<file path="src/sv/mcr_pkg.sv">
`default_nettype none

package mcr_pkg;

  localparam int BITS_PER_PIXEL  = 32;
  localparam int BYTES_PER_PIXEL = BITS_PER_PIXEL / 8;
  localparam int BPP_SHIFT       = $clog2(BYTES_PER_PIXEL);
  localparam int MAX_SIDE        = 256;
  localparam int ROW_ALIGN       = 32;
  localparam int QUEUE_DEPTH     = 2;

  localparam logic [7:0] WIDTH_RESET  = 8'd32;
  localparam logic [7:0] HEIGHT_RESET = 8'd32;

  localparam logic [0:0] CFG_IMAGE_WIDTH  = 1'b0;
  localparam logic [0:0] CFG_IMAGE_HEIGHT = 1'b1;

  localparam logic KIND_START = 1'b0;
  localparam logic KIND_STEP  = 1'b1;

  typedef struct packed {
    logic               done;
    logic signed [10:0] cx;
    logic signed [10:0] cy;
    logic signed [11:0] a;
    logic signed [11:0] b;
    logic [31:0]        color;
  } mcr_group_t;

  typedef struct packed {
    logic full;
    logic empty;
  } mcr_qstat_t;

  function automatic logic [8:0] mcr_clamp_side(input logic [7:0] side);
    logic [8:0] res;
    if (9'({1'b0, side}) > 9'(MAX_SIDE)) begin
      res = 9'(MAX_SIDE);
    end else begin
      res = {1'b0, side};
    end
    return res;
  endfunction

endpackage

`default_nettype wire

</file>
<file path="src/sv/mcr_front.sv">
`default_nettype none

module mcr_front
  import mcr_pkg::*;
(
  input  wire logic               clk,
  input  wire logic               rst_n,
  input  wire logic               in_valid,
  output logic                    in_ready,
  input  wire logic               in_kind,
  input  wire logic signed [10:0] in_center_x,
  input  wire logic signed [10:0] in_center_y,
  input  wire logic [9:0]         in_radius,
  input  wire logic               in_fill,
  input  wire logic [31:0]        in_color,
  input  wire logic [8:0]         w_eff,
  input  wire logic [8:0]         h_eff,
  input  wire mcr_qstat_t         qstat,
  output logic                    push,
  output mcr_group_t              push_data
);

  logic signed [11:0] step_x_r, step_x_nxt;
  logic signed [11:0] step_y_r, step_y_nxt;
  logic signed [11:0] inner_y_r, inner_y_nxt;
  logic signed [13:0] decision_r, decision_nxt;
  logic signed [10:0] cx_r, cx_nxt;
  logic signed [10:0] cy_r, cy_nxt;
  logic               fill_r, fill_nxt;
  logic [31:0]        color_r, color_nxt;
  logic               active_r, active_nxt;

  logic               acc;
  logic               miss;
  logic               is_done;
  logic signed [12:0] cx13, cy13, r13, w13, h13;
  logic signed [15:0] x16, y16, d16;
  logic signed [11:0] x_adv, y_adv, inner_inc;
  logic signed [13:0] d_adv;

  assign in_ready = !qstat.full;
  assign acc      = in_valid && in_ready;
  assign is_done  = !active_r || (step_x_r > step_y_r);

  always_comb begin
    cx13 = 13'(in_center_x);
    cy13 = 13'(in_center_y);
    r13  = $signed({3'b000, in_radius});
    w13  = $signed({4'b0000, w_eff});
    h13  = $signed({4'b0000, h_eff});
    miss = (cx13 + r13 < 13'sd0) || (cx13 - r13 >= w13) ||
           (cy13 + r13 < 13'sd0) || (cy13 - r13 >= h13);

    x16 = 16'(step_x_r);
    y16 = 16'(step_y_r);
    d16 = 16'(decision_r);
    x_adv = step_x_r + 12'sd1;
    if (decision_r < 14'sd0) begin
      d_adv = 14'(d16 + (x16 <<< 2) + 16'sd6);
      y_adv = step_y_r;
    end else begin
      d_adv = 14'(d16 + ((x16 - y16) <<< 2) + 16'sd10);
      y_adv = step_y_r - 12'sd1;
    end
    inner_inc = inner_y_r + 12'sd1;

    step_x_nxt   = step_x_r;
    step_y_nxt   = step_y_r;
    inner_y_nxt  = inner_y_r;
    decision_nxt = decision_r;
    cx_nxt       = cx_r;
    cy_nxt       = cy_r;
    fill_nxt     = fill_r;
    color_nxt    = color_r;
    active_nxt   = active_r;

    if (acc && in_kind == KIND_START) begin
      if (miss) begin
        active_nxt = 1'b0;
      end else begin
        cx_nxt       = in_center_x;
        cy_nxt       = in_center_y;
        fill_nxt     = in_fill;
        color_nxt    = in_color;
        step_x_nxt   = 12'sd0;
        step_y_nxt   = $signed({2'b00, in_radius});
        inner_y_nxt  = in_fill ? 12'sd0 : $signed({2'b00, in_radius});
        decision_nxt = 14'sd3 - $signed({3'b000, in_radius, 1'b0});
        active_nxt   = 1'b1;
      end
    end else if (acc) begin
      if (is_done) begin
        active_nxt = 1'b0;
      end else if (fill_r && inner_inc <= step_y_r) begin
        inner_y_nxt = inner_inc;
      end else begin
        step_x_nxt   = x_adv;
        step_y_nxt   = y_adv;
        decision_nxt = d_adv;
        inner_y_nxt  = fill_r ? x_adv : y_adv;
      end
    end
  end

  assign push            = acc && in_kind == KIND_STEP;
  assign push_data.done  = is_done;
  assign push_data.cx    = cx_r;
  assign push_data.cy    = cy_r;
  assign push_data.a     = step_x_r;
  assign push_data.b     = inner_y_r;
  assign push_data.color = color_r;

  always_ff @(posedge clk) begin
    if (!rst_n) begin
      step_x_r   <= '0;
      step_y_r   <= '0;
      inner_y_r  <= '0;
      decision_r <= '0;
      cx_r       <= '0;
      cy_r       <= '0;
      fill_r     <= 1'b0;
      color_r    <= '0;
      active_r   <= 1'b0;
    end else begin
      step_x_r   <= step_x_nxt;
      step_y_r   <= step_y_nxt;
      inner_y_r  <= inner_y_nxt;
      decision_r <= decision_nxt;
      cx_r       <= cx_nxt;
      cy_r       <= cy_nxt;
      fill_r     <= fill_nxt;
      color_r    <= color_nxt;
      active_r   <= active_nxt;
    end
  end

endmodule

`default_nettype wire

</file>
<file path="src/sv/mcr_queue.sv">
`default_nettype none

module mcr_queue
  import mcr_pkg::*;
(
  input  wire logic       clk,
  input  wire logic       rst_n,
  input  wire logic       push,
  input  wire mcr_group_t push_data,
  input  wire logic       pop,
  output mcr_group_t      head,
  output mcr_qstat_t      qstat
);

  localparam int AW = $clog2(QUEUE_DEPTH);

  mcr_group_t    mem_r [QUEUE_DEPTH];
  logic [AW-1:0] wr_ptr_r, wr_ptr_nxt;
  logic [AW-1:0] rd_ptr_r, rd_ptr_nxt;
  logic [AW:0]   cnt_r, cnt_nxt;

  assign qstat.full  = cnt_r == (AW+1)'(QUEUE_DEPTH);
  assign qstat.empty = cnt_r == '0;
  assign head        = mem_r[rd_ptr_r];

  always_comb begin
    wr_ptr_nxt = push ? wr_ptr_r + 1'b1 : wr_ptr_r;
    rd_ptr_nxt = pop ? rd_ptr_r + 1'b1 : rd_ptr_r;
    cnt_nxt    = cnt_r;
    if (push && !pop) begin
      cnt_nxt = cnt_r + 1'b1;
    end else if (pop && !push) begin
      cnt_nxt = cnt_r - 1'b1;
    end
  end

  always_ff @(posedge clk) begin
    if (push) begin
      mem_r[wr_ptr_r] <= push_data;
    end
  end

  always_ff @(posedge clk) begin
    if (!rst_n) begin
      wr_ptr_r <= '0;
      rd_ptr_r <= '0;
      cnt_r    <= '0;
    end else begin
      wr_ptr_r <= wr_ptr_nxt;
      rd_ptr_r <= rd_ptr_nxt;
      cnt_r    <= cnt_nxt;
    end
  end

`ifndef SYNTHESIS
  a_cnt_bound: assert property (@(posedge clk) disable iff (!rst_n)
    cnt_r <= (AW+1)'(QUEUE_DEPTH))
    else $error("queue count beyond depth");

  a_no_pop_empty: assert property (@(posedge clk) disable iff (!rst_n)
    pop |-> !qstat.empty)
    else $error("pop from empty queue");
`endif

endmodule

`default_nettype wire

</file>
<file path="src/sv/mcr_back.sv">
`default_nettype none

module mcr_back
  import mcr_pkg::*;
(
  input  wire logic       clk,
  input  wire logic       rst_n,
  input  wire mcr_group_t head,
  input  wire mcr_qstat_t qstat,
  output logic            pop,
  input  wire logic [8:0] w_eff,
  input  wire logic [8:0] h_eff,
  output logic            out_valid,
  input  wire logic       out_ready,
  output logic [7:0]      out_pixel_x,
  output logic [7:0]      out_pixel_y,
  output logic [17:0]     out_byte_offset,
  output logic [31:0]     out_pixel_value,
  output logic            out_write_enable,
  output logic            out_done_res,
  output logic            out_last
);

  localparam int RW = $clog2(MAX_SIDE + ROW_ALIGN);

  mcr_group_t  cur_r, cur_nxt;
  logic        cur_valid_r, cur_valid_nxt;
  logic [2:0]  idx_r, idx_nxt;

  logic        out_valid_r, out_valid_nxt;
  logic [7:0]  px_r, px_nxt;
  logic [7:0]  py_r, py_nxt;
  logic [17:0] off_r, off_nxt;
  logic [31:0] val_r, val_nxt;
  logic        we_r, we_nxt;
  logic        done_r, done_nxt;
  logic        last_r, last_nxt;

  logic               out_free, fire, finish;
  logic signed [13:0] u14, v14, px14, py14, w14, h14;
  logic               in_image;
  logic [RW-1:0]      row_px;
  logic [17:0]        prod;
  logic [19:0]        off_full;

  assign out_free = !out_valid_r || out_ready;
  assign fire     = cur_valid_r && out_free;
  assign finish   = fire && (cur_r.done || idx_r == 3'd7);
  assign pop      = !qstat.empty && (!cur_valid_r || finish);

  always_comb begin
    u14  = 14'(idx_r[2] ? cur_r.b : cur_r.a);
    v14  = 14'(idx_r[2] ? cur_r.a : cur_r.b);
    px14 = idx_r[0] ? 14'(cur_r.cx) - u14 : 14'(cur_r.cx) + u14;
    py14 = idx_r[1] ? 14'(cur_r.cy) - v14 : 14'(cur_r.cy) + v14;
    w14  = $signed({5'b00000, w_eff});
    h14  = $signed({5'b00000, h_eff});
    in_image = px14 >= 14'sd0 && px14 < w14 && py14 >= 14'sd0 && py14 < h14;
    row_px = (RW'(w_eff) + RW'(ROW_ALIGN - 1)) & ~RW'(ROW_ALIGN - 1);
    prod     = 18'(py14[7:0]) * 18'(row_px);
    off_full = (20'(prod) << BPP_SHIFT) + (20'(px14[7:0]) << BPP_SHIFT);
  end

  always_comb begin
    cur_nxt       = cur_r;
    cur_valid_nxt = cur_valid_r;
    idx_nxt       = idx_r;
    if (pop) begin
      cur_nxt       = head;
      cur_valid_nxt = 1'b1;
      idx_nxt       = '0;
    end else if (finish) begin
      cur_valid_nxt = 1'b0;
    end else if (fire) begin
      idx_nxt = idx_r + 3'd1;
    end

    out_valid_nxt = out_valid_r;
    px_nxt   = px_r;
    py_nxt   = py_r;
    off_nxt  = off_r;
    val_nxt  = val_r;
    we_nxt   = we_r;
    done_nxt = done_r;
    last_nxt = last_r;
    if (fire) begin
      out_valid_nxt = 1'b1;
      if (cur_r.done) begin
        px_nxt   = '0;
        py_nxt   = '0;
        off_nxt  = '0;
        val_nxt  = '0;
        we_nxt   = 1'b0;
        done_nxt = 1'b1;
        last_nxt = 1'b1;
      end else begin
        px_nxt   = in_image ? px14[7:0] : '0;
        py_nxt   = in_image ? py14[7:0] : '0;
        off_nxt  = in_image ? off_full[17:0] : '0;
        val_nxt  = cur_r.color;
        we_nxt   = in_image;
        done_nxt = 1'b0;
        last_nxt = idx_r == 3'd7;
      end
    end else if (out_ready) begin
      out_valid_nxt = 1'b0;
    end
  end

  always_ff @(posedge clk) begin
    if (!rst_n) begin
      cur_valid_r <= 1'b0;
      idx_r       <= '0;
      out_valid_r <= 1'b0;
    end else begin
      cur_valid_r <= cur_valid_nxt;
      idx_r       <= idx_nxt;
      out_valid_r <= out_valid_nxt;
    end
  end

  always_ff @(posedge clk) begin
    cur_r  <= cur_nxt;
    px_r   <= px_nxt;
    py_r   <= py_nxt;
    off_r  <= off_nxt;
    val_r  <= val_nxt;
    we_r   <= we_nxt;
    done_r <= done_nxt;
    last_r <= last_nxt;
  end

  assign out_valid        = out_valid_r;
  assign out_pixel_x      = px_r;
  assign out_pixel_y      = py_r;
  assign out_byte_offset  = off_r;
  assign out_pixel_value  = val_r;
  assign out_write_enable = we_r;
  assign out_done_res     = done_r;
  assign out_last         = last_r;

`ifndef SYNTHESIS
  a_done_is_last: assert property (@(posedge clk) disable iff (!rst_n)
    out_valid_r && done_r |-> last_r && !we_r)
    else $error("done result must be last and disabled");

  a_hold_on_stall: assert property (@(posedge clk) disable iff (!rst_n)
    out_valid_r && !out_ready |=> out_valid_r &&
      $stable({px_r, py_r, off_r, val_r, we_r, done_r, last_r}))
    else $error("output request changed while stalled");
`endif

endmodule

`default_nettype wire

</file>
<file path="src/sv/midpoint_circle_rasterizer.sv">
// Midpoint circle rasterizer.
// Input channel (in_valid/in_ready): a start request (in_kind = 0) loads the
// center, radius, fill mode and color and returns nothing; a circle wholly
// outside the image is dropped. A step request (in_kind = 1) returns eight
// symmetric pixel writes, the eighth with out_last set, or one done result
// (out_done_res = out_last = 1) once the octant is covered.
// Result channel (out_valid/out_ready): one result per cycle from an output
// register unless stalled. Clipped: out_write_enable low and zero position.
// Configuration: cfg_we writes cfg_data into register cfg_index
// (0 image width, 1 image height) at once; write only while idle.
// Timing: the front updates the circle state in the accept cycle and queues
// one group (depth two); a step's first result passes the queue, the current
// group register and the output register. The single result port limits
// throughput: eight results per drawing step, one per done step, starts none.
// Reset: no circle active, width and height 32, queue and output empty.
// Stall: a stalled receiver holds the output register; the queue then fills
// and in_ready drops.
`default_nettype none

module midpoint_circle_rasterizer
  import mcr_pkg::*;
(
  input  wire logic               clk,
  input  wire logic               rst_n,
  input  wire logic               in_valid,
  output logic                    in_ready,
  input  wire logic               in_kind,
  input  wire logic signed [10:0] in_center_x,
  input  wire logic signed [10:0] in_center_y,
  input  wire logic [9:0]         in_radius,
  input  wire logic               in_fill,
  input  wire logic [31:0]        in_color,
  output logic                    out_valid,
  input  wire logic               out_ready,
  output logic [7:0]              out_pixel_x,
  output logic [7:0]              out_pixel_y,
  output logic [17:0]             out_byte_offset,
  output logic [31:0]             out_pixel_value,
  output logic                    out_write_enable,
  output logic                    out_done_res,
  output logic                    out_last,
  input  wire logic               cfg_we,
  input  wire logic [0:0]         cfg_index,
  input  wire logic [7:0]         cfg_data
);

  logic [7:0] width_r, width_nxt;
  logic [7:0] height_r, height_nxt;
  logic [8:0] w_eff, h_eff;

  mcr_qstat_t qstat;
  mcr_group_t push_data, head;
  logic       push, pop;

  always_comb begin
    width_nxt  = width_r;
    height_nxt = height_r;
    if (cfg_we) begin
      unique case (cfg_index)
        CFG_IMAGE_WIDTH:  width_nxt  = cfg_data;
        CFG_IMAGE_HEIGHT: height_nxt = cfg_data;
        default: ;
      endcase
    end
  end

  always_ff @(posedge clk) begin
    if (!rst_n) begin
      width_r  <= WIDTH_RESET;
      height_r <= HEIGHT_RESET;
    end else begin
      width_r  <= width_nxt;
      height_r <= height_nxt;
    end
  end

  assign w_eff = mcr_clamp_side(width_r);
  assign h_eff = mcr_clamp_side(height_r);

  mcr_front u_front (
    .clk         (clk),
    .rst_n       (rst_n),
    .in_valid    (in_valid),
    .in_ready    (in_ready),
    .in_kind     (in_kind),
    .in_center_x (in_center_x),
    .in_center_y (in_center_y),
    .in_radius   (in_radius),
    .in_fill     (in_fill),
    .in_color    (in_color),
    .w_eff       (w_eff),
    .h_eff       (h_eff),
    .qstat       (qstat),
    .push        (push),
    .push_data   (push_data)
  );

  mcr_queue u_queue (
    .clk       (clk),
    .rst_n     (rst_n),
    .push      (push),
    .push_data (push_data),
    .pop       (pop),
    .head      (head),
    .qstat     (qstat)
  );

  mcr_back u_back (
    .clk              (clk),
    .rst_n            (rst_n),
    .head             (head),
    .qstat            (qstat),
    .pop              (pop),
    .w_eff            (w_eff),
    .h_eff            (h_eff),
    .out_valid        (out_valid),
    .out_ready        (out_ready),
    .out_pixel_x      (out_pixel_x),
    .out_pixel_y      (out_pixel_y),
    .out_byte_offset  (out_byte_offset),
    .out_pixel_value  (out_pixel_value),
    .out_write_enable (out_write_enable),
    .out_done_res     (out_done_res),
    .out_last         (out_last)
  );

endmodule

`default_nettype wire
</file>
<file path="config.mk">
export PLATFORM = sky130hd
export DESIGN_NAME = midpoint_circle_rasterizer
export DESIGN_NICKNAME = d
export VERILOG_FILES = /design/src/sv/mcr_pkg.sv /design/src/sv/mcr_front.sv /design/src/sv/mcr_queue.sv /design/src/sv/mcr_back.sv /design/src/sv/midpoint_circle_rasterizer.sv
export SDC_FILE = /design/constraint.sdc
export NUM_CORES = 1
export LEC_CHECK = 0
export ABC_AREA = 0
export BUFFER_PORTS_ARGS = -buffer_cell sky130_fd_sc_hd__buf_4
export CAP_MARGIN = 30
export CORE_MARGIN = 4
export CORE_UTILIZATION = 60
export CTS_CLUSTER_DIAMETER = 50
export DETAILED_ROUTE_END_ITERATION = 10
export MAX_ROUTING_LAYER = met4
export PLACE_DENSITY = 0.84
export SLEW_MARGIN = 20
export SYNTH_ARGS = -nofsm -noshare
export SYNTH_HDL_FRONTEND = slang
export SYNTH_HIERARCHICAL = 1
export SYNTH_SLANG_ARGS = --single-unit
</file>
<file path="constraint.sdc">
create_clock -name clk -period 7.8 [get_ports clk]
set_clock_uncertainty 0.05 [all_clocks]
set_input_delay 1.56 -clock clk [delete_from_list [all_inputs] [get_ports clk]]
set_output_delay 1.56 -clock clk [all_outputs]
set_load 0.05 [all_outputs]
</file>
==> flow_metrics.env, run 1 <==
export IMPL_maxCapViolCount=0
export IMPL_critPathCaptureType="flop"
export IMPL_ys_types=91
export IMPL_postSynth_asyncResetShare=0
export IMPL_synthCells=2224
export IMPL_die_w_microns=210
export IMPL_required_ns=8.12
export IMPL_htree_levels=2
export IMPL_reg2reg_slack_ns=1.36
export IMPL_synth_avg_cell_area_sq_um=11.0
export IMPL_die_area_sq_um=44100
export IMPL_place_ws_ns=1.23
export IMPL_synth_top_flop_cell="edfxtp_1"
export IMPL_port_buffers=148
export IMPL_synth_edff_count=299
export IMPL_grt_pass1_vias=17586
export IMPL_fin_crit_ns=6.44
export IMPL_cts_made_buffers=45
export IMPL_grt_first_pass_wirelength_microns=95000
export IMPL_detail_route_antenna_nets=0
export IMPL_place_hpwl_microns=43100
export IMPL_route_vias_total=17595
export IMPL_fin_crit_sh=0.825
export IMPL_reg2reg_depth=22
export IMPL_setup_violations_final=0
export IMPL_mappedNetlistArea_sq_um=24500
export IMPL_io_pins=151
export IMPL_drive_gt1_frac=0.165
export IMPL_fp_row_count=73
export IMPL_outcome="completed"
export IMPL_hold_viol_final=0
export IMPL_core_area_sq_um=40100
export IMPL_cts_root_buf="clkbuf_16"
export IMPL_cts_buffer_depth=3
export IMPL_drc=0
export IMPL_wl_microns=60300
export IMPL_area_growth_syn_to_layout_pct=12.6
export IMPL_drv_slew=0
export IMPL_final_net_count=2647
export IMPL_cts_resized=0
export IMPL_diodes=0
export IMPL_endpoint="u_back/out_byte_offset[17]$_SDFFCE_PP0P_"
export IMPL_first_pass_iters=8
export IMPL_cts_sinks=430
export IMPL_setup_tns_ns=0
export IMPL_grt_max_degree=79
export IMPL_peakVddDrop_mv=0.415
export IMPL_antenna_found_initial=0
export IMPL_whs_ns=0.409
export IMPL_critPathMaxFanout=29
export IMPL_clock_latency_ns=0.57
export IMPL_power_density_nw_per_um2=407
export IMPL_seq_area_frac_synth=0.473
export IMPL_cts_hold_buf=0
export IMPL_max_freq_mhz=155
export IMPL_ys_seq_elements=430
export IMPL_avgRoutedWirePerCell_microns=20.7
export IMPL_initial_utilization=0.611
export IMPL_clkTransAtPathRegs_ns=0.06
export IMPL_reg2reg_from="u_back/idx_r[2]$_SDFFE_PP0P_"
export IMPL_hold_path_depth=0
export IMPL_setup_ws_ns=1.36
export IMPL_place_area_sq_um=26100
export IMPL_track_usage=0.274
export IMPL_hp_class="reg -> reg"
export IMPL_rsz0062_at_grt="false"
export IMPL_worst_pin_slew_ns=0.926
export IMPL_yosys_warnings=6
export IMPL_crit_path_start_kind="flop"
export IMPL_maxSlewHeadroom=0.382
export IMPL_r2r_end="u_back/out_byte_offset[17]$_SDFFCE_PP0P_"
export IMPL_die_h_microns=210
export IMPL_final_area_sq_um=27600
export IMPL_p_leak_uw=0.0111
export IMPL_drt_vias_per_instance=6.04
export IMPL_cts_tree="built"
export IMPL_postCtsSetupBuffers=0
export IMPL_drt_iter0_drc=1549
export IMPL_grt_ovfl_total=0
export IMPL_crit_start="u_back/idx_r[2]$_SDFFE_PP0P_"
export IMPL_worstSetupPathType="reg -> reg"
export IMPL_p_total_uw=11200
export IMPL_place_gp_congestion=0.939
export IMPL_critPathArrivalTime_ns=6.76
synth_stat cells (all sizes together) (9+ instances only):
cell    number  area (sq um)
and2        14          90.1
mux2i       88           881
ha         194          2430
a21oi      145           733
nand2      120           453
xor2        52           463
a211oi      21           158
a21o        20           150
nor2b       61           382
o21ai       95           483
buf         44           297
and3        23           144
edfxtp     299          8980
nor4        32           334
nand2b      26           163
o31ai        9          72.6
or3         11          68.8
nor4b       10          87.6
o31a        10          87.6
xnor2       87           769
dfxtp      131          2620
clkbuf      47           176
o21a        21           158
nor2       183           694
fa          20           400
o211ai      29           223
nor3        38           195
nand3       50           250
nand4       10          83.8
mux2        92          1070
inv        139           522
registers in the layout, indices dropped and copies added (netlist names), 8 cells and up, named ones only:
signal,cells
u_front/step_y_r,12
u_front/inner_y_r,12
u_front/color_r,32
u_back/out_pixel_x,8
width_r,8
u_back/out_pixel_value,32
u_front/cx_r,11
u_front/step_x_r,12
u_back/cur_r,79
height_r,8
u_queue/mem_r,158
u_back/out_byte_offset,11
u_back/out_pixel_y,8
u_front/decision_r,13
u_front/cy_r,11
report_power, final:
part	switching, uW	total (uW)	internal (uW)
Sequential	222	3150	2930
Combinational	3640	5970	2330
Clock	917	2100	1180
Total	4780	11200	6440
kinds of logic after synthesis:
group	count (synthesis)	share of synthesized area
AOI/OAI and AO/OA	422	0.111
xor gates and xnor gates	139	0.0503
adders and majority gates	214	0.115
buffers and inverters	230	0.0406
DFF	430	0.473
muxes	180	0.0798
other	2	0.000307
and+or+nand+nor	607	0.129
per-layer routing:
layer  part of all wire  up-vias  global-route usage
met3              0.062      141              0.0360
met4              0.037        0               0.101
met1               0.41     8486               0.351
met5                  0        -                   -
li1                   -     8327                   -
met2               0.49      641               0.450
layout by cell type (no fill, tap or decap), drive strengths merged, types with 60 or more instances in the layout:
master	n
a21oi	145
buf	169
clkbuf	60
dfxtp	131
edfxtp	299
ha	194
inv	144
mux2	92
mux2i	88
nand2	120
nor2	183
nor2b	61
o21ai	95
xnor2	87
worst max-delay path, cell delays in order (launching register included):
cell      delay, ns
dfxtp_2        0.70
mux2i_1        0.35
ha_1           0.28
o21ai_0        0.50
ha_1           0.35
nand2b_1       0.09
nand2b_1       0.06
a21oi_1        0.17
xor2_1         0.40
nor2_1         0.12
fa_1           0.50
inv_1          0.05
fa_1           0.53
inv_1          0.04
ha_1           0.35
o21ai_0        0.18
nor2_1         0.08
nor2_1         0.26
nor4b_1        0.49
and3_1         0.28
nand3b_1       0.11
xnor2_1        0.14
nor4_1         0.16
per-stage QoR:
stage,util,instances
6_report,0.688,2915
5_1_grt,0.688,2915
4_1_cts,0.687,2914
3_5_place_dp,0.651,2830
3_3_place_gp,0.649,2827
2_1_floorplan,-,2228
cell type report:
cell class | instances | area (sq um)
Fill cell | 2810 | 12500
Multi-Input combinational cell | 1568 | 12000
Tap cell | 525 | 657
Clock buffer | 60 | 1200
Clock inverter | 24 | 275
Sequential cell | 430 | 11600
Timing Repair Buffer | 169 | 1350
Inverter | 139 | 522
worst min-delay path by stage:
stage	from	end
after global routing	u_front/color_r[24]$_SDFFE_PN0P_	u_queue/mem_r[1][24]$_DFFE_PP_
after floorplan	u_front/color_r[0]$_SDFFE_PN0P_	u_queue/mem_r[0][0]$_DFFE_PP_
after global placement	u_front/color_r[25]$_SDFFE_PN0P_	u_queue/mem_r[0][25]$_DFFE_PP_
after detailed placement	u_front/color_r[15]$_SDFFE_PN0P_	u_queue/mem_r[0][15]$_DFFE_PP_
final	u_front/color_r[1]$_SDFFE_PN0P_	u_queue/mem_r[0][1]$_DFFE_PP_
after CTS	u_front/color_r[15]$_SDFFE_PN0P_	u_queue/mem_r[0][15]$_DFFE_PP_
Note: power is estimated with default switching activity, not from simulation.
==> inputs of run 2 (changes only) <==
--- a/config.mk
+++ b/config.mk
@@ -9,11 +9,11 @@
 export BUFFER_PORTS_ARGS = -buffer_cell sky130_fd_sc_hd__buf_4
 export CAP_MARGIN = 30
 export CORE_MARGIN = 4
-export CORE_UTILIZATION = 60
+export CORE_UTILIZATION = 56
 export CTS_CLUSTER_DIAMETER = 50
 export DETAILED_ROUTE_END_ITERATION = 10
 export MAX_ROUTING_LAYER = met4
-export PLACE_DENSITY = 0.84
+export PLACE_DENSITY = 0.82
 export SLEW_MARGIN = 20
 export SYNTH_ARGS = -nofsm -noshare
 export SYNTH_HDL_FRONTEND = slang
==> constraint.sdc (replaced) <==
create_clock -name clk -period 5.5 [get_ports clk]
set_clock_uncertainty 0.05 [all_clocks]
set_input_delay 1.1 -clock clk [delete_from_list [all_inputs] [get_ports clk]]
set_output_delay 1.1 -clock clk [all_outputs]
set_load 0.05 [all_outputs]
==> flow_metrics.env, run 2 (synthesis gave the netlist of run 1 again) <==
export IMPL_outcome="completed"
export IMPL_core_area_sq_um=43200
export IMPL_die_w_microns=217
export IMPL_grt_pass1_vias=17223
export IMPL_grt_first_pass_wirelength_microns=92600
export IMPL_required_ns=5.75
export IMPL_avgRoutedWirePerCell_microns=19.6
export IMPL_final_net_count=2672
export IMPL_cts_sinks=430
export IMPL_htree_levels=2
export IMPL_rsz0062_at_grt="true"
export IMPL_whs_ns=0.404
export IMPL_crit_path_start_kind="flop"
export IMPL_largest_register="u_queue/mem_r"
export IMPL_power_density_nw_per_um2=588
export IMPL_drc=0
export IMPL_setup_violations_final=0
export IMPL_p_total_uw=16500
export IMPL_power_frac_comb=0.534
export IMPL_final_area_sq_um=28000
export IMPL_p_int_uw=9570
export IMPL_hold_viol_final=0
export IMPL_final_common_cell="edfxtp_1"
export IMPL_route_vias_total=17501
export IMPL_drive_gt1_frac=0.180
export IMPL_drt_vias_per_instance=5.83
export IMPL_place_hpwl_microns=42700
export IMPL_seq_power_share=0.275
export IMPL_io_pins=151
export IMPL_die_h_microns=217
export IMPL_layout_cells_most_common_list="299 x edfxtp_1, 194 x ha_1, 185 x buf_4"
export IMPL_critPathMaxFanout=4
export IMPL_hp_class="reg -> reg"
export IMPL_drt_iter0_drc=1333
export IMPL_track_usage=0.250
export IMPL_antenna_found_initial=0
export IMPL_maxCapViolCount=0
export IMPL_fp_row_count=76
export IMPL_initial_utilization=0.568
export IMPL_p_leak_uw=0.0113
export IMPL_detail_route_antenna_nets=0
export IMPL_fin_crit_sh=0.960
export IMPL_cts_tree="built"
export IMPL_clock_latency_ns=0.57
export IMPL_wl_microns=58700
export IMPL_p_switching_uw=6910
export IMPL_worst_pin_slew_ns=0.926
export IMPL_grt_ovfl_total=0
export IMPL_largest_reg_flops=158
export IMPL_clkTransAtPathRegs_ns=0.06
export IMPL_cts_made_buffers=45
export IMPL_critPathArrivalTime_ns=5.53
export IMPL_place_area_sq_um=26300
export IMPL_die_area_sq_um=47200
export IMPL_cts_root_buf="clkbuf_16"
export IMPL_swShare=0.419
export IMPL_maxSlewHeadroom=0.378
export IMPL_grt_max_degree=60
export IMPL_cts_buffer_depth=3
export IMPL_max_freq_mhz=189
export IMPL_n_fill_cell=3265
export IMPL_diodes=0
export IMPL_fin_crit_ns=5.28
export IMPL_first_pass_iters=8
export IMPL_worstSetupPathType="reg -> reg"
export IMPL_port_buffers=148
export IMPL_area_growth_syn_to_layout_pct=14.5
export IMPL_setup_tns_ns=0
export IMPL_critPathCaptureType="flop"
export IMPL_clkPwrFrac=0.191
export IMPL_drv_slew=0
export IMPL_peakVddDrop_mv=0.760
export IMPL_top_regs="u_queue/mem_r x158, u_back/cur_r x79"
export IMPL_place_gp_congestion=0.954
[run 2: cell count changes in the layout (fill, tap and decap cells not counted), moves of 3 or more]
cell,delta
buf_4,+20
clkbuf_1,-6
a21oi_1,-4
a21oi_2,+4
buf_12,+4
clkinv_2,-4
mux2i_1,-4
mux2i_2,+4
buf_6,+3
clkbuf_8,+3
clkinv_8,-3
[run 2: final cells by class]
type | count | area [sq um] | share of cell area
flip-flops and latches | 430 | 11600 | 0.414
inverters | 139 | 522 | 0.0186
well taps | 585 | 732 | 0.0261
multi-input cells | 1568 | 12100 | 0.430
clock buffers | 59 | 1270 | 0.0453
repair buffers | 194 | 1560 | 0.0555
clock inverters | 25 | 303 | 0.0108
[run 2: stage by stage]
step / std cells / util / worst slack, ns
finish: 3000 / 0.650 / 0.218
global route: 3000 / 0.650 / -0.0616
CTS: 2991 / 0.646 / 0.0998
detailed placement: 2907 / 0.610 / 0.117
global placement: 2905 / 0.608 / 0.196
floorplan: 2228 / - / -0.0104
[run 2: what timing repair did]
action	CTS	global route
hold buffers	0	0
endpoints found under the setup margin	0	21
buffers inserted	0	8
resized for setup	0	16
[run 2: power by group through the flow]
stage / sequential, uW / clock, uW / combinational [uW]
floorplan: 4820 / 0 / 5970
global placement: 4570 / 0 / 8160
detailed placement: 4590 / 0 / 8380
CTS: 4520 / 3200 / 8470
global route: 4590 / 3340 / 9620
finish: 4530 / 3150 / 8800
[run 2: layer usage]
layer	vias to the layer above	global-route usage	part of all wire
li1	8365	-	-
met1	8507	0.329	0.43
met2	538	0.413	0.49
met3	91	0.0293	0.052
met4	0	0.0729	0.027
met5	-	-	0
[run 2: path summary, 6_finish.rpt]
path	start	endpoint	slack [ns]	cells past startpoint
max	u_back/cur_r[32]$_DFFE_PP_	u_back/out_byte_offset[16]$_SDFFCE_PP0P_	0.22	23
min	u_front/color_r[11]$_SDFFE_PN0P_	u_queue/mem_r[0][11]$_DFFE_PP_	0.40	0
max reg2reg	u_back/cur_r[32]$_DFFE_PP_	u_back/out_byte_offset[16]$_SDFFCE_PP0P_	0.22	23
min reg2reg	u_front/color_r[11]$_SDFFE_PN0P_	u_queue/mem_r[0][11]$_DFFE_PP_	0.40	0
[run 2: worst max-delay path: stages, from the launching register on]
cell and delay (ns):
edfxtp_1 0.44, mux2i_2 0.22, ha_1 0.28, o21ai_2 0.18
ha_1 0.26, nand2b_1 0.11, nand2b_1 0.08, a21oi_2 0.19
xor2_2 0.21, nor2_1 0.10, fa_1 0.52, inv_1 0.06
fa_1 0.53, inv_1 0.05, ha_1 0.34, nor2b_1 0.15
o21ai_0 0.16, nand2b_1 0.13, a21o_1 0.20, a21oi_1 0.23
xnor2_2 0.17, nand3_1 0.13, xnor2_1 0.20, nor4_2 0.06
==> inputs of run 3 (changes only) <==
--- a/config.mk
+++ b/config.mk
@@ -14,8 +14,8 @@
 export DETAILED_ROUTE_END_ITERATION = 10
 export MAX_ROUTING_LAYER = met4
 export PLACE_DENSITY = 0.82
+export SKIP_LAST_GASP = 1
 export SLEW_MARGIN = 20
 export SYNTH_ARGS = -nofsm -noshare
 export SYNTH_HDL_FRONTEND = slang
-export SYNTH_HIERARCHICAL = 1
 export SYNTH_SLANG_ARGS = --single-unit
==> flow_metrics.env, run 3 <==
export IMPL_outcome="completed"
export IMPL_hp_class="reg -> reg"
export IMPL_cts_hold_buf=0
export IMPL_reg2reg_depth=21
export IMPL_ys_seq_elements=429
export IMPL_drive_gt1_frac=0.172
export IMPL_synth_edff_count=299
export IMPL_critPathArrivalTime_ns=5.57
export IMPL_grt_first_pass_wirelength_microns=94500
export IMPL_worst_pin_slew_ns=0.938
export IMPL_area_growth_syn_to_layout_pct=14.9
export IMPL_grt_ovfl_total=0
export IMPL_slowest_stage="fa_1"
export IMPL_track_usage=0.261
export IMPL_cts_root_buf="clkbuf_16"
export IMPL_p_leak_uw=0.0109
export IMPL_cts_sinks=429
export IMPL_place_gp_congestion=0.976
export IMPL_synthCells=2212
export IMPL_die_w_microns=215
export IMPL_critPathCaptureType="flop"
export IMPL_max_stage_delay_ns=0.53
export IMPL_hold_viol_final=0
export IMPL_cts_buffer_depth=3
export IMPL_clkTransAtPathRegs_ns=0.06
export IMPL_reg2reg_slack_ns=0.20
export IMPL_drt_vias_per_instance=5.94
export IMPL_maxSlewHeadroom=0.373
export IMPL_required_ns=5.77
export IMPL_grt_pass1_vias=17179
export IMPL_htree_levels=2
export IMPL_yosys_warnings=0
export IMPL_initial_utilization=0.569
export IMPL_r2r_end="u_back.out_byte_offset[17]$_SDFFCE_PP0P_"
export IMPL_holdPathEnd="u_queue.mem_r[1][29]$_DFFE_PP_"
export IMPL_first_pass_iters=5
export IMPL_postSynth_asyncResetShare=0
export IMPL_final_net_count=2667
export IMPL_port_buffers=148
export IMPL_place_ws_ns=-0.0365
export IMPL_avgRoutedWirePerCell_microns=20.4
export IMPL_mappedNetlistArea_sq_um=24000
export IMPL_cts_tree="built"
export IMPL_ys_types=89
export IMPL_io_pins=151
export IMPL_n_fill_cell=3233
export IMPL_crit_path_start_kind="flop"
export IMPL_critPathMaxFanout=8
export IMPL_setup_tns_ns=0
export IMPL_layout_cells_most_common_list="299 x edfxtp_1, 200 x nor2_1, 197 x buf_4"
export IMPL_worstSetupPathType="reg -> reg"
export IMPL_crit_start="u_back.idx_r[2]$_SDFFE_PP0P_"
export IMPL_largest_register="u_queue.mem_r"
export IMPL_synth_avg_cell_area_sq_um=10.9
export IMPL_wl_microns=60200
export IMPL_core_area_sq_um=42200
export IMPL_antenna_found_initial=1
export IMPL_die_area_sq_um=46300
export IMPL_p_total_uw=15100
export IMPL_top_regs="u_queue.mem_r x158, u_back.cur_r x79"
export IMPL_drc=0
export IMPL_place_hpwl_microns=44800
export IMPL_power_density_nw_per_um2=548
export IMPL_synth_most_common_cell="edfxtp_1"
export IMPL_synth_top_cell_area_share=0.373
export IMPL_final_common_cell="edfxtp_1"
export IMPL_utilization=0.654
export IMPL_setup_violations_final=0
export IMPL_clock_latency_ns=0.58
export IMPL_worstPathCellList="mux2i_4, ha_4, o21ai_4, ha_1, nor2b_1, o2111a_1, or3_4, xnor2_2, nor2_1, fa_1, inv_1, fa_1, inv_1, ha_4, a21boi_1, o21ai_1, nor2b_4, xnor2_2, and4b_1, xnor2_1, nor2_1"
export IMPL_drt_iter0_drc=1637
export IMPL_min_from="u_front.color_r[29]$_SDFFE_PN0P_"
export IMPL_route_vias_total=17548
export IMPL_rsz0062_at_grt="true"
export IMPL_maxCapViolCount=0
export IMPL_critPathBufInv=2
export IMPL_fin_crit_sh=0.963
export IMPL_critical_path_top_delay_family="adder cells"
export IMPL_cts_made_buffers=45
export IMPL_grt_max_degree=55
export IMPL_ys_top_cells_by_area="edfxtp_1 37%, dfxtp_1 11%, ha_1 9.9%"
export IMPL_synth_top_flop_cell="edfxtp_1"
export IMPL_peakVddDrop_mv=0.388
export IMPL_seq_area_frac_synth=0.482
export IMPL_hold_path_depth=0
export IMPL_largest_reg_flops=158
export IMPL_crit_cells=21
export IMPL_drv_slew=0
export IMPL_ys_top_cells_by_count="299 x edfxtp_1, 203 x nor2_1, 191 x ha_1, 130 x dfxtp_1"
export IMPL_setup_ws_ns=0.204
export IMPL_detail_route_antenna_nets=0
export IMPL_fp_row_count=75
export IMPL_max_freq_mhz=189
export IMPL_fin_crit_ns=5.30
export IMPL_reg2reg_from="u_back.idx_r[2]$_SDFFE_PP0P_"
export IMPL_die_h_microns=215
export IMPL_synth_area_leader_cell="edfxtp_1"
-- run 3: through the flow --
stage                     cell area [sq um]  cells  hold slack (ns)
after detailed placement              26000   2863            0.390
after floorplan                       24200   2213            0.375
final                                 27600   2953            0.405
after CTS                             27500   2947            0.404
after global placement                25900   2861            0.379
after global routing                  27600   2953            0.416
-- run 3: layout make-up --
type,instances,area [sq um],share of cell area
inverter,126,474,0.0172
multi-input combinational,1570,11800,0.425
clock inverter,31,347,0.0125
timing repair buffer,204,1610,0.0581
tap,539,674,0.0244
antenna,1,2.50,0.0000906
sequential,429,11600,0.419
clock buffer,53,1190,0.0430
-- run 3: cells by family after synthesis --
kind of cell | count (synthesis) | share of synthesized area
fa+ha+maj | 211 | 0.116
flops | 429 | 0.482
simple gates | 641 | 0.131
mux | 173 | 0.0763
other cells | 1 | 0.000156
xor+xnor | 136 | 0.0495
buf+inv | 214 | 0.0373
compound gates | 407 | 0.108
-- run 3: report_power, final --
group / total [uW] / switching [uW] / internal (uW)
registers: 4510 / 356 / 4150
clock network: 3100 / 1290 / 1810
logic: 7550 / 4360 / 3180
-- run 3: how the worst max path moves through the flow --
stage / endpoint
6_report: u_back.out_byte_offset[17]$_SDFFCE_PP0P_
5_1_grt: u_back.out_byte_offset[17]$_SDFFCE_PP0P_
4_1_cts: u_back.out_byte_offset[17]$_SDFFCE_PP0P_
3_5_place_dp: u_back.out_byte_offset[17]$_SDFFCE_PP0P_
3_3_place_gp: u_back.out_byte_offset[17]$_SDFFCE_PP0P_
2_1_floorplan: u_back.out_byte_offset[17]$_SDFFCE_PP0P_
-- run 3: layer usage --
metal	global-route usage	routed length, microns
met5	-	0
met4	0.0749	1610
met3	0.0308	3820
met2	0.419	28600
met1	0.354	26200
-- run 3: repair_timing --
| item | 4_1_cts | 5_1_grt |
|---|---|---|
| resized for setup | 1 | 16 |
| setup buffers | 0 | 4 |
| pin swaps | 0 | 2 |
| hold endpoints to repair | 0 | 0 |
| setup endpoints to repair | 1 | 25 |
